### src/lzd_pkg.sv
// ----------------------------------------------------------------------------
// lzd_pkg
// Shared types, constants and the 5-bit to 8-bit channel expansion table of
// the LZ RGB555 texture decompressor.
// ----------------------------------------------------------------------------
package lzd_pkg;

  // Pixel history window
  localparam int unsigned HIST_DEPTH = 2048;
  localparam int unsigned HIST_AW    = $clog2(HIST_DEPTH);
  localparam int unsigned HIST_W     = 32;
  localparam int unsigned FILL_W     = $clog2(HIST_DEPTH + 1);

  // Queue depths
  localparam int unsigned CMD_FIFO_DEPTH = 2;
  localparam int unsigned OUT_FIFO_DEPTH = 2;

  // Configuration registers
  localparam int unsigned CFG_IDX_W  = 1;
  localparam int unsigned CFG_DATA_W = 32;

  typedef enum logic [CFG_IDX_W-1:0] {
    REG_SWAP_RB     = 1'b0,
    REG_PIXEL_COUNT = 1'b1
  } cfg_reg_e;

  typedef enum logic [1:0] {
    TOK_LIT,
    TOK_COPY,
    TOK_RUN,
    TOK_ZERO
  } tok_kind_e;

  typedef enum logic [1:0] {
    BS_IDLE,
    BS_COPY_RD,
    BS_COPY_WR,
    BS_SWEEP
  } back_state_e;

  // Decoded token handed from the front to the back
  typedef struct packed {
    tok_kind_e   kind;
    logic [7:0]  pix_first;
    logic [7:0]  pix_middle;
    logic [7:0]  pix_last;
    logic [2:0]  reps_m2;
    logic [10:0] dist_m1;
    logic [13:0] run;
  } cmd_t;

  // One result item
  typedef struct packed {
    logic [7:0]  chan_first;
    logic [7:0]  chan_middle;
    logic [7:0]  chan_last;
    logic [7:0]  alpha;
    logic [13:0] run_length;
    logic        last;
    logic        image_done;
  } res_t;

  // round(x * 255 / 31) for every 5-bit channel value
  localparam logic [7:0] EXPAND5 [32] = '{
    8'd0,   8'd8,   8'd16,  8'd25,  8'd33,  8'd41,  8'd49,  8'd58,
    8'd66,  8'd74,  8'd82,  8'd90,  8'd99,  8'd107, 8'd115, 8'd123,
    8'd132, 8'd140, 8'd148, 8'd156, 8'd165, 8'd173, 8'd181, 8'd189,
    8'd197, 8'd206, 8'd214, 8'd222, 8'd230, 8'd239, 8'd247, 8'd255
  };

  function automatic logic [7:0] expand5(input logic [4:0] x);
    return EXPAND5[x];
  endfunction

endpackage

### src/lzd_fifo.sv
// ----------------------------------------------------------------------------
// lzd_fifo
// Small first-in first-out queue with full and empty flags.
// ----------------------------------------------------------------------------
module lzd_fifo #(
  parameter int unsigned WIDTH = 8,
  parameter int unsigned DEPTH = 2
) (
  input  logic             clk_i,
  input  logic             rst_ni,
  input  logic             push_i,
  input  logic [WIDTH-1:0] wdata_i,
  output logic             full_o,
  input  logic             pop_i,
  output logic             empty_o,
  output logic [WIDTH-1:0] rdata_o
);

  localparam int unsigned AW = (DEPTH > 1) ? $clog2(DEPTH) : 1;
  localparam int unsigned CW = $clog2(DEPTH + 1);

  logic [WIDTH-1:0] mem_q [DEPTH];
  logic [AW-1:0]    wr_ptr_q, wr_ptr_d;
  logic [AW-1:0]    rd_ptr_q, rd_ptr_d;
  logic [CW-1:0]    count_q, count_d;
  logic             do_push, do_pop;

  assign full_o  = (count_q == CW'(DEPTH));
  assign empty_o = (count_q == '0);
  assign do_push = push_i && !full_o;
  assign do_pop  = pop_i && !empty_o;
  assign rdata_o = mem_q[rd_ptr_q];

  always_comb begin
    wr_ptr_d = wr_ptr_q;
    rd_ptr_d = rd_ptr_q;
    if (do_push) begin
      wr_ptr_d = (wr_ptr_q == AW'(DEPTH - 1)) ? '0 : wr_ptr_q + AW'(1);
    end
    if (do_pop) begin
      rd_ptr_d = (rd_ptr_q == AW'(DEPTH - 1)) ? '0 : rd_ptr_q + AW'(1);
    end
    count_d = count_q + CW'(do_push) - CW'(do_pop);
  end

  always_ff @(posedge clk_i or negedge rst_ni) begin
    if (!rst_ni) begin
      wr_ptr_q <= '0;
      rd_ptr_q <= '0;
      count_q  <= '0;
    end else begin
      wr_ptr_q <= wr_ptr_d;
      rd_ptr_q <= rd_ptr_d;
      count_q  <= count_d;
    end
  end

  always_ff @(posedge clk_i) begin
    if (do_push) begin
      mem_q[wr_ptr_q] <= wdata_i;
    end
  end

endmodule

### src/lzd_front.sv
// ----------------------------------------------------------------------------
// lzd_front
// Takes in code words, classifies each token, expands its literal colour and
// queues the decoded token for the back end.
// ----------------------------------------------------------------------------
module lzd_front (
  input  logic          clk_i,
  input  logic          rst_ni,
  input  logic          push,
  output logic          full,
  input  logic [15:0]   code_word_i,
  input  logic          swap_rb_i,
  input  logic          cmd_pop_i,
  output logic          cmd_empty_o,
  output lzd_pkg::cmd_t cmd_o
);
  import lzd_pkg::*;

  cmd_t       cmd;
  logic [7:0] exp_hi, exp_mid, exp_lo;

  assign exp_hi  = expand5(code_word_i[14:10]);
  assign exp_mid = expand5(code_word_i[9:5]);
  assign exp_lo  = expand5(code_word_i[4:0]);

  always_comb begin
    if (code_word_i[15]) begin
      cmd.kind = TOK_LIT;
    end else if (code_word_i[14]) begin
      cmd.kind = TOK_COPY;
    end else if (code_word_i[13:0] != '0) begin
      cmd.kind = TOK_RUN;
    end else begin
      cmd.kind = TOK_ZERO;
    end
    // Every word carries its literal colour, as the first word of an image
    // is a literal whatever its top bits say.
    cmd.pix_first  = swap_rb_i ? exp_lo : exp_hi;
    cmd.pix_middle = exp_mid;
    cmd.pix_last   = swap_rb_i ? exp_hi : exp_lo;
    cmd.reps_m2    = code_word_i[13:11];
    cmd.dist_m1    = code_word_i[10:0];
    cmd.run        = code_word_i[13:0];
  end

  lzd_fifo #(
    .WIDTH($bits(cmd_t)),
    .DEPTH(CMD_FIFO_DEPTH)
  ) u_cmd_fifo (
    .clk_i   (clk_i),
    .rst_ni  (rst_ni),
    .push_i  (push),
    .wdata_i (cmd),
    .full_o  (full),
    .pop_i   (cmd_pop_i),
    .empty_o (cmd_empty_o),
    .rdata_o (cmd_o)
  );

endmodule

### config.mk
export PLATFORM = sky130hd
export DESIGN_NAME = lzd_front
export DESIGN_NICKNAME = d
export VERILOG_FILES = /design/src/lzd_pkg.sv /design/src/lzd_fifo.sv /design/src/lzd_front.sv
export SDC_FILE = /design/constraint.sdc
export NUM_CORES = 1
export LEC_CHECK = 0
export ABC_AREA = 1
export BUFFER_PORTS_ARGS = -buffer_cell sky130_fd_sc_hd__buf_2
export CORE_MARGIN = 5
export CORE_UTILIZATION = 45
export DETAILED_ROUTE_END_ITERATION = 8
export PLACE_DENSITY = 0.8
export SETUP_SLACK_MARGIN = 0.1
export SLEW_MARGIN = 5
export SYNTH_ARGS = -nofsm -noshare
export SYNTH_HDL_FRONTEND = slang
export SYNTH_SLANG_ARGS = --single-unit
### constraint.sdc
create_clock -name clk_i -period 2.7 [get_ports clk_i]
set_input_delay 0.405 -clock clk_i [delete_from_list [all_inputs] [get_ports clk_i]]
set_output_delay 0.405 -clock clk_i [all_outputs]
set_load 0.05 [all_outputs]
==> metrics list, run 1 <==
* Buffers inserted during post-CTS setup optimization: 0
- CTS root buf: clkbuf_8
- Dividing the final minimum period by the clock period gives 0.765.
* Number of DRC violations after detailed routing: 0
- Crit path max-delay family: buffers and inverters
* Clock Path Buffers: 2
- Worst-path cell chain: inv_2 > nand2_1 > nand2_1 > buf_2
- First-pass GRT wire length: 10.4 mm
* Initial DRC count: 134
* CTS clock-pin slew for the worst setup and hold paths: 0.07 ns
- Buffers placed on the I/O ports in this run total 76.
- Max-slew violation count: 0
* Die Ht: 93.4 um
- Warning count from the yosys run: 0
- Via count of the first global-routing pass: 2228
- Synthesis handed over a netlist of 311 instances.
- In this design, the stage delay of the slowest critical-path cell is 0.44 ns.
- On the critical path, the stage with the largest delay is an instance of inv_2.
- The later pin in the worst-skew pair is clocked with a latency of 0.34 ns.
- Data arrival at the endpoint of the critical path: 1.66 ns
* Hold Path Class: in -> reg
* Syn_nets: 334
- At the end of routability-driven placement, the weighted congestion stood at 0.846.
- Slew at the pin closest to its max-slew limit: 0.590 ns
* Area growth from synthesis to layout: 15.5%
- Crit start category: flop
- Gates resized during post-CTS repair numbered 0.
- Setup violations remaining at the end of the flow were counted as 0.
- For this configuration, the core starts out at a cell density of 0.461.
- Fill count: 613
- # IOs: 77
* Leftover overflow at the end of global routing: 0
- Count of state elements after synthesis: 68
- Leading post-synthesis cells by cell area: edfxtp_1 61%, nand2_1 17%, buf_4 5.3%
- Post-Route Skew: 0.00352 ns
* Buffer and inverter count on the worst path: 2
- Yosys mapped the design onto 24 distinct sky130hd cell types.
- In the final timing run, aggregate negative setup slack is 0 ns.
* Maximum fanout along the worst path: 33
- Wire length per cell: 13.3 um
- Largest net degree at the start of global routing: 34
- Critical Path RT: 2.30 ns
- CORE AREA: 6790 um^2
* Share of the yosys chip area belonging to registers: 0.645
* Number of antenna cells inserted: 0
- Category of the most critical setup path: reg -> out
- Drt via density: 4.69
- For the finished layout, the period the worst path requires is 2.07 ns.
* Average cell area after synthesis: 10.1 um^2
* H-tree lvl count: 3
- Setup repair after global routing missed its margin: false
- Once detail routing completed, the nets flagged for antenna violations numbered 0.
- Max-cap violation count: 0
* Die width: 93.4 um
- Relative max-transition margin: 0.606
- Buffers inserted to repair hold after CTS numbered 1.
- TritonCTS built the clock tree.
- DIE AREA: 8730 um^2
- Of the cells placed in the final design, the portion with a size suffix greater than 1 is 0.271.
- Standard-cell rows: 30
- Routed vias: 2212
- Capturing element type of the critical path: output pin
* TritonCTS buffer count: 9
- The synthesized design spends more area on one cell type than any other, namely edfxtp_1.
- Summing every instance area after synthesis gives 3130 um^2.
* Number of failing hold endpoints at the final stage: 0
* Proportion of netlist area held by the largest area contributor: 0.613
- GRT Resource Usage Total: 0.155
- After the last flow step, the layout net total stands at 394.
- Total iterations of the first detailed-routing run: 4
- By instance count, the cell type seen most on the critical path is nand2_1.
- Number of antenna violations at the first check in global routing: 0
- For this block, the routed nets add up to 6.30 mm of wire.
* Placed wire-length estimate after detailed placement: 4.36 mm
- The run finished with clean final reports.
* Maximum achievable frequency: 0.484 GHz
* Sinks on the clock net: 68
routing by layer:
layer  wire, um  vias up  GRT usage  part of all wire
met3        458       14     0.0442             0.073
met4        122        0     0.0745             0.019
met5          0        -          0                 0
met2       2990       71      0.245              0.47
li1           -     1117          -                 -
met1       2720     1010      0.194              0.43
cell type report:
class / instances / area [um^2] / share of cell area
Timing Repair Buffer: 80 / 413 / 0.114
Inverter: 21 / 78.8 / 0.0218
Multi-Input combinational cell: 191 / 826 / 0.228
Sequential cell: 68 / 2020 / 0.559
Tap cell: 96 / 120 / 0.0332
Clock inverter: 7 / 33.8 / 0.00934
Clock buffer: 9 / 124 / 0.0342
cells in the mapped netlist:
library cell,n
a21oi_2,1
ha_1,2
xor2_1,2
xnor2_1,2
o21ai_0,11
a21oi_1,1
nor3_2,1
nand2_1,139
nand3_1,8
nor2_2,1
buf_4,22
inv_1,18
o21ai_1,4
nand4_1,2
nor3_1,1
nor2_1,13
inv_2,3
buf_2,8
nand2_2,1
o31ai_1,1
edfxtp_1,64
buf_6,1
o21ai_2,1
dfrtp_1,4
sequential cells by signal, indices dropped and copies added, names as in the netlist:
register,flops
u_cmd_fifo.rd_ptr_q,1
u_cmd_fifo.mem_q,64
u_cmd_fifo.count_q,2
u_cmd_fifo.wr_ptr_q,1
placed cells by master, fill, tap and decap left out, types with 4 or more instances in the layout:
| cell | n |
|---|---|
| clkbuf_8 | 9 |
| edfxtp_1 | 64 |
| buf_2 | 76 |
| o21ai_1 | 4 |
| nand2_1 | 139 |
| o21ai_0 | 11 |
| nor2_1 | 11 |
| dfrtp_1 | 4 |
| inv_1 | 18 |
| nand3_1 | 8 |
stage by stage:
step	hold slack (ns)	util	instances	cell area (um^2)	worst slack [ns]
after floorplan	0.109	-	311	3130	0.346
after global placement	0.214	0.508	455	3450	1.00
after detailed placement	0.215	0.508	455	3450	0.982
after CTS	0.264	0.532	472	3620	0.604
after global routing	0.269	0.532	472	3620	0.484
final	0.281	0.532	472	3620	0.633
worst paths after layout:
| check | startpoint | end | slack, ns | cells past startpoint |
|---|---|---|---|---|
| max | u_cmd_fifo.rd_ptr_q | cmd_o[8] | 0.63 | 4 |
| min | code_word_i[7] | u_cmd_fifo.mem_q[0][41] | 0.28 | 1 |
| max reg2reg | u_cmd_fifo.count_q[0] | u_cmd_fifo.count_q[1] | 1.16 | 6 |
| min reg2reg | u_cmd_fifo.wr_ptr_q | u_cmd_fifo.wr_ptr_q | 0.56 | 2 |
| max in group asynchronous | rst_ni | u_cmd_fifo.rd_ptr_q | 2.18 | 2 |
| min in group asynchronous | rst_ni | u_cmd_fifo.count_q[1] | 0.41 | 2 |
logic make-up after synthesis:
group	synth area share
fa+ha+maj	0.00799
buf+inv	0.0942
simple gates	0.208
compound gates	0.0335
flops	0.645
xor+xnor	0.0112
Power of run 1 is not shown: default switching activity piles up to over one toggle a cycle in this logic, so the estimate is an artifact.
==> run 2: changes to the inputs <==
--- a/config.mk
+++ b/config.mk
@@ -10,7 +10,7 @@
 export CORE_MARGIN = 5
 export CORE_UTILIZATION = 45
 export DETAILED_ROUTE_END_ITERATION = 8
-export PLACE_DENSITY = 0.8
+export PLACE_DENSITY = 0.83
 export SETUP_SLACK_MARGIN = 0.1
 export SLEW_MARGIN = 5
 export SYNTH_ARGS = -nofsm -noshare
==> constraint.sdc (replaced) <==
create_clock -name clk_i -period 1.87 [get_ports clk_i]
set_input_delay 0.2805 -clock clk_i [delete_from_list [all_inputs] [get_ports clk_i]]
set_output_delay 0.2805 -clock clk_i [all_outputs]
set_load 0.05 [all_outputs]
==> run 2 against run 1 <==
Against the previous run: die area stayed put; worst setup slack worse by 0.46 ns; critical path depth is 1 higher; clock skew is 0.0043 ns higher; sequential cell count stayed put; first-iteration DRC count is 3.7% lower; final area is 6.2% higher; clock-buffer cell count is 1 higher.
==> metrics list, run 2 (synthesis gave the netlist of run 1 again) <==
- The critical path is of the reg -> out type.
- Die width: 93.4 um
* Total iterations of the first detailed-routing run: 4
- The clock net in this run drives a total of 68 sinks.
- After layout, the worst setup slack is 0.170 ns.
- GRT Resource Usage Total: 0.159
- The routed layout has 2235 vias.
- The via count of the first global-routing pass came to 2330.
- Leaving out fill and tap cells, the most frequent cell in the layout is nand2_1.
* Routed WL: 6.39 mm
- Hold Path Class: in -> reg
- Number of antenna violations at the first check in global routing: 0
- CTS clock-pin slew for the worst setup and hold paths: 0.07 ns
- Gp weighted congestion: 0.861
- Setup repair after global routing could not meet its margin everywhere.
* Clock latency of the later-clocked register in the worst-skew pair: 0.33 ns
- CTS tree: done
- Post-Place Setup Slack: 0.355 ns
* Register ranked first by flip-flop count: u_cmd_fifo.mem_q
- For this run the aggregate overflow at the end of global routing stands at 0.
- No sink is reached through more buffers than the 2 on the longest clock path.
- Number of buffers inserted by port buffering: 76
* Largest register FFs: 64
- In the finished design, the share of the clock period the worst path needs comes to 0.909.
- Dividing the detail-routed wire length by the instance count gives 13.4 um.
- Relative max-transition margin: 0.736
- TNS Setup: 0 ns
* CTS root buf: clkbuf_8
* Sequential cell area: 2020 um^2
* Max-slew violation count: 0
- The initial utilization of the core area, before any placement, comes to 0.461.
* DIE AREA: 8730 um^2
- Data on the critical path is required at its endpoint by 1.59 ns.
- Crit start category: flop
- The area growth from synthesis to layout is 22.6%.
* Setup-violating endpoint count in the final report: 0
- Max-cap violations in this run came to 0.
* CORE AREA: 6790 um^2
- TritonCTS buffer count: 9
- Timing would allow up to 0.588 GHz.
- Number of DRC violations after detailed routing: 0
* Fill count: 577
- # IOs: 77
* Placed Instance Area: 3500 um^2
- Placed wire-length estimate after detailed placement: 4.62 mm
- Dividing the detail-routed via count by the number of cells gives 4.70.
- Initial DRC count: 129
- For the finished layout, the period the worst path requires is 1.70 ns.
* Slew at the pin closest to its max-slew limit: 0.392 ns
- Standard-cell rows: 30
- Summed area of non-filler cells in the final layout: 3840 um^2
- Number of nets in the final layout: 398
* Leading registers by flop count: u_cmd_fifo.mem_q: 64 flops, u_cmd_fifo.count_q: 2 flops
* Data arrival at the endpoint of the critical path: 1.42 ns
* Die Ht: 93.4 um
- In the final layout, the multi-input gates occupy 833 um^2.
- Most used cells in the layout excluding fill and tap cells: 138 x nand2_1, 64 x edfxtp_1, 33 x buf_4, 29 x buf_2, 18 x inv_1
- The flow ran to the end, and the final reports show no timing, DRC or antenna violations.
- Number of failing hold endpoints at the final stage: 0
- DRT antenna net count: 0
- The worst setup path is captured at an output pin.
- Post-Route Skew: 0.00784 ns
- Largest net degree at the start of global routing: 33
- The repair_antennas step left the layout with diodes totalling 0.
- Maximum fanout along the worst path: 14
- The first global-routing pass estimated 10.5 mm of wire.
* H-tree lvl count: 3
* Share of cells above drive strength 1: 0.279
- At the end of the flow the core is filled with cells to 0.565.
==> run 2: cell types whose count changed in the layout (fill, tap and decap cells not counted), moves of 2 or more <==
cell / previous run / this run
buf_2: 76 / 29
buf_4: 3 / 33
buf_6: 0 / 8
clkbuf_4: 0 / 12
clkinv_2: 3 / 1
==> run 2: critical path: stages, from the launching register on <==
cell     delay [ns]
dfrtp_1        0.40
inv_2          0.07
buf_4          0.21
nand2_1        0.07
nand2_1        0.07
buf_2          0.26
==> run 2: cell type report <==
class,count,share of cell area
repair buffers,84,0.157
multi-input cells,191,0.217
clock buffers,10,0.0332
clock inverters,6,0.0143
well taps,96,0.0313
inverters,21,0.0205
flip-flops and latches,68,0.527
==> run 2: timing repair <==
item	CTS	global route
endpoints found under the setup margin	22	51
gates resized for setup	16	59
setup buffers	0	0
hold buffers	1	0
endpoints found under the hold margin	4	0
cloned	0	0
==> run 2: metal layers <==
metal  vias to the layer above  track usage  routed length (um)
met2                        71        0.268                3210
met3                        19       0.0684                 488
met4                         0       0.0781                 163
li1                       1120            -                   -
met1                      1025        0.170                2530
met5                         -            0                   0
==> run 2: worst paths after layout <==
check | start | endpoint | slack (ns) | cells past startpoint
setup / recovery | u_cmd_fifo.rd_ptr_q | cmd_o[28] | 0.17 | 5
hold / removal | code_word_i[7] | u_cmd_fifo.mem_q[1][41] | 0.16 | 1
setup reg to reg | u_cmd_fifo.count_q[0] | u_cmd_fifo.count_q[1] | 0.35 | 6
hold reg to reg | u_cmd_fifo.wr_ptr_q | u_cmd_fifo.wr_ptr_q | 0.58 | 2
max in group asynchronous | rst_ni | u_cmd_fifo.wr_ptr_q | 1.46 | 2
min in group asynchronous | rst_ni | u_cmd_fifo.count_q[1] | 0.29 | 2
==> run 2: stage by stage <==
stage | hold slack [ns] | instances
finish | 0.163 | 476
global route | 0.138 | 476
CTS | 0.150 | 476
detailed placement | 0.0919 | 459
global placement | 0.0915 | 459
floorplan | -0.0151 | 311
Power of run 2 is left out for the same reason.
==> run 3: changes to the inputs <==
--- a/config.mk
+++ b/config.mk
@@ -10,9 +10,11 @@
 export CORE_MARGIN = 5
 export CORE_UTILIZATION = 45
 export DETAILED_ROUTE_END_ITERATION = 8
-export PLACE_DENSITY = 0.83
+export PLACE_DENSITY = 0.8
 export SETUP_SLACK_MARGIN = 0.1
 export SLEW_MARGIN = 5
 export SYNTH_ARGS = -nofsm -noshare
 export SYNTH_HDL_FRONTEND = slang
+export SYNTH_HIERARCHICAL = 1
 export SYNTH_SLANG_ARGS = --single-unit
+export TNS_END_PERCENT = 100
==> run 3 against run 2 <==
Against the previous run: register-to-register slack better by 0.05 ns; first-iteration DRC count up 88%; wire length is 50% higher; critical path type unchanged; sequential cell count is 44 higher; final area rose by 48%; critical path depth stayed put; clock skew is 0.0029 ns lower; synthesized cell count up 32%; sequential share of layout area increased by 6.2 points; hold slack improved by 0.060 ns; core utilization decreased by 0.49 points.
==> metrics list, run 3 <==
* Outcome: completed
* Routed WL: 9.60 mm
- First-pass GRT wire length: 15.7 mm
- Count of flip-flops with a built-in enable after synthesis: 108
- Maximum fanout along the worst path: 11
- Between clock sinks in the finished design, the worst skew comes to 0.00495 ns.
* Average cell area after synthesis: 11.3 um^2
- Via count of the first global-routing pass: 3231
- Area fraction in compound gates after synthesis: 0.0247
- Proportion of netlist area held by the largest area contributor: 0.704
* Fraction of synthesized cell area in xor and xnor cells: 0.00190
- Share of cell area taken by muxes after synthesis: 0
- Drt via density: 4.88
* Final critical delay including setup and external delays: 1.70 ns
- Summed area of non-filler cells in the final layout: 5680 um^2
- In this run the number of H-tree levels came out at 3.
* Sinks on the clock net: 112
- Fill count: 830
- The number of different library cells used by synthesis comes to 23.
- Count of state elements after synthesis: 112
- The register with the most flip-flops in the layout has 108 of them.
- For this run, the leading register cell type out of synthesis is edfxtp_1.
- Critical Path RT: 1.59 ns
* Total leakage power: 2.43 nW
* CTS tree: done
* Syn_nets: 432
* Total iterations of the first detailed-routing run: 5
- The register with the most flip-flops in the final layout is u_cmd_fifo/mem_q.
- Crit path max-delay family: buffers and inverters
- The biggest area contributor in the post-synthesis netlist is edfxtp_1.
- Sequential cell area: 3340 um^2
- Data arrival at the endpoint of the critical path: 1.42 ns
- Port buffering added 76 buffers.
- In the finished design, the share of the clock period the worst path needs comes to 0.911.
* Wire length per cell: 15.2 um
* Longest individual stage delay on the worst path: 0.47 ns
* Clock Path Buffers: 2
* Leftover overflow at the end of global routing: 0
- Compared with the post-synthesis result, the final layout area differs by 23.3%.
- The die covers 12400 um^2.
- Leading registers by flop count: u_cmd_fifo/mem_q: 108 flops, u_cmd_fifo/count_q: 2 flops
- DRT antenna net count: 0
- At the end of routability-driven placement, the weighted congestion stood at 0.851.
- Row generation in the floorplan step produced 37 rows.
* Largest net degree at the start of global routing: 55
- Setup repair after global routing missed its margin: true
- The cell area that synthesis handed to floorplanning was 4610 um^2.
* Max-cap violation count: 0
- Once layout is complete, the cells apart from fillers number 632.
- Measured along the y axis, the die boundary spans 111 um.
* Crit start category: flop
- Clock-pin slew was measured on the worst setup and hold paths at 0.09 ns.
- For the worst-skew pair, the clock arrives at the later sink with an insertion delay of 0.35 ns.
- Across the VDD grid, the largest voltage drop is 0.000904 V.
- For this design, the slowest cell found on the critical path is dfrtp_2.
- Async SR Flop Fraction: 0.0357
- 77 I/O pins were placed.
- The min-delay analysis places its worst path in the category in -> reg.
* Worst-path cell chain: clkinv_4 > clkbuf_16 > nand2_1 > nand2_1 > buf_4
- Post-layout utilization of the core: 0.560
- Clock tree synthesis selected as its root buffer the cell clkbuf_8.
* Combinational family with the most area after synthesis: simple AND/OR/NAND/NOR gates
- The total area inside the core boundary comes to 10100 um^2.
* Number of DRC violations after detailed routing: 0
- GRT Resource Usage Total: 0.160
- In this run, the number of DRC markers left after iteration 0 of detailed routing was 243.
- During synthesis, Yosys emitted a total of 6 warnings.
- Max-slew violation count: 0
* Capturing element type of the critical path: output pin
- The routed layout has 3086 vias.
* Post-synthesis share of cell area spent on and, or, nand and nor gates: 0.199
- Headroom to the max-slew limit came out at 0.681.
- Sorting the synthesized cells by area gives the leading types as edfxtp_1 70%, nand2_1 17%, dfrtp_1 2.2%.
- The library cells used most frequently in the layout, excluding fill and tap cells, are 208 x nand2_1, 108 x edfxtp_1, 28 x buf_4, 27 x buf_6, 22 x buf_2.
- Placed Instance Area: 5140 um^2
* Adder-Cell Fraction of Synth Area: 0.00543
* Buffers inserted during post-CTS setup optimization: 0
- Total placed cells including tap cells: 616
- Buffer and inverter count on the worst path: 3
- 0 antenna diodes ended up in the layout.
* Total power per unit cell area: 1870 nW/um^2
- Summed over all failing endpoints, the final setup total negative slack is 0 ns.
- Commonest cells in the synthesized netlist: 212 x nand2_1, 108 x edfxtp_1, 18 x inv_1
- Of the synthesized area, sequential elements account for 0.725.
- Placed wire-length estimate after detailed placement: 6.32 mm
- Number of failing hold endpoints at the final stage: 0
- Counting stages on the worst path, the most repeated cell is nand2_1.
* Area occupied by multi-input gates: 1090 um^2
- Leaving out fill and tap cells, the most frequent cell in the layout is nand2_1.
* TritonCTS buffer count: 9
* Setup-violating endpoint count in the final report: 0
- Slew at the pin closest to its max-slew limit: 0.474 ns
* Initial standard-cell utilization of the core: 0.455
- Maximum achievable frequency: 0.587 GHz
- Cell with the most instances after synthesis: nand2_1
* Gate count of the mapped netlist: 409
* Die width: 111 um
- The setup path with the least slack is of type reg -> out.
- The number of antenna violations at the first check in global routing is 0.
* Number of nets in the final layout: 516
- Share of cells above drive strength 1: 0.236
run 3: cell count changes after synthesis, sizes merged, moves of 3 or more:
cell    change
nand2      +74
inv         +3
buf        -24
nor2        -5
edfxtp     +44
clkbuf      +6
run 3: worst paths after layout:
| check | from | slack [ns] | to | cells after the start |
|---|---|---|---|---|
| worst max register to register | u_cmd_fifo/count_q[1] | 0.40 | u_cmd_fifo/count_q[1] | 9 |
| max in group asynchronous | rst_ni | 1.47 | u_cmd_fifo/rd_ptr_q | 2 |
| worst min-delay path | cmd_pop_i | 0.22 | u_cmd_fifo/rd_ptr_q | 3 |
| worst min register to register | u_cmd_fifo/wr_ptr_q | 0.50 | u_cmd_fifo/wr_ptr_q | 2 |
| worst max-delay path | u_cmd_fifo/rd_ptr_q | 0.17 | cmd_o[31] | 5 |
| min in group asynchronous | rst_ni | 0.26 | u_cmd_fifo/count_q[1] | 2 |
run 3: layer usage:
| layer | GRT usage | vias to the layer above | wire length [um] |
|---|---|---|---|
| met5 | 0 | - | 0 |
| met4 | 0.0495 | 0 | 148 |
| met3 | 0.0551 | 13 | 566 |
| met2 | 0.278 | 86 | 5000 |
| met1 | 0.185 | 1470 | 3880 |
| li1 | - | 1517 | - |
run 3: area by class of cell:
cell class / count / area share
Multi-Input combinational cell: 260 / 0.191
Timing Repair Buffer: 86 / 0.138
Inverter: 24 / 0.0174
Clock buffer: 9 / 0.0218
Sequential cell: 112 / 0.589
Tap cell: 136 / 0.0300
Clock inverter: 5 / 0.0130
run 3: metrics by stage:
step                hold WS, ns  worst slack [ns]  total power, mW
global route              0.196            0.0557             11.2
floorplan               -0.0151             0.103             7.29
detailed placement       0.0985             0.425             8.39
global placement         0.0908             0.431             8.29
CTS                       0.198            0.0498             10.1
finish                    0.223             0.167             10.6
run 3: cell families (layout without fill, tap and decap cells):
group / after synthesis / count (layout)
fa+ha+maj: 2 / 2
simple gates: 236 / 236
compound gates: 21 / 21
buf+inv: 37 / 124
flops: 112 / 112
xor+xnor: 1 / 1
run 3: where the power goes:
part / switching, mW / total (mW) / internal (mW)
Sequential: 0.165 / 3.60 / 3.44
Combinational: 3.92 / 5.55 / 1.63
Clock: 0.709 / 1.44 / 0.732
run 3: timing repair:
action / 4_1_cts / 5_1_grt
hold buffers: 1 / 0
gates cloned: 0 / 1
setup endpoints to repair: 52 / 51
pin swaps: 0 / 0
endpoints found under the hold margin: 4 / 0
gates resized for setup: 38 / 78
run 3: worst reg2reg max path, cell delays in order (launching register included):
cell and delay (ns):
dfrtp_1 0.42, inv_1 0.09, nand2_1 0.08, nand2_1 0.10, inv_1 0.05, ha_1 0.26
inv_1 0.04, ha_1 0.19, nand3_1 0.09, nand2_1 0.06
Note: power is estimated with default switching activity, not from simulation.
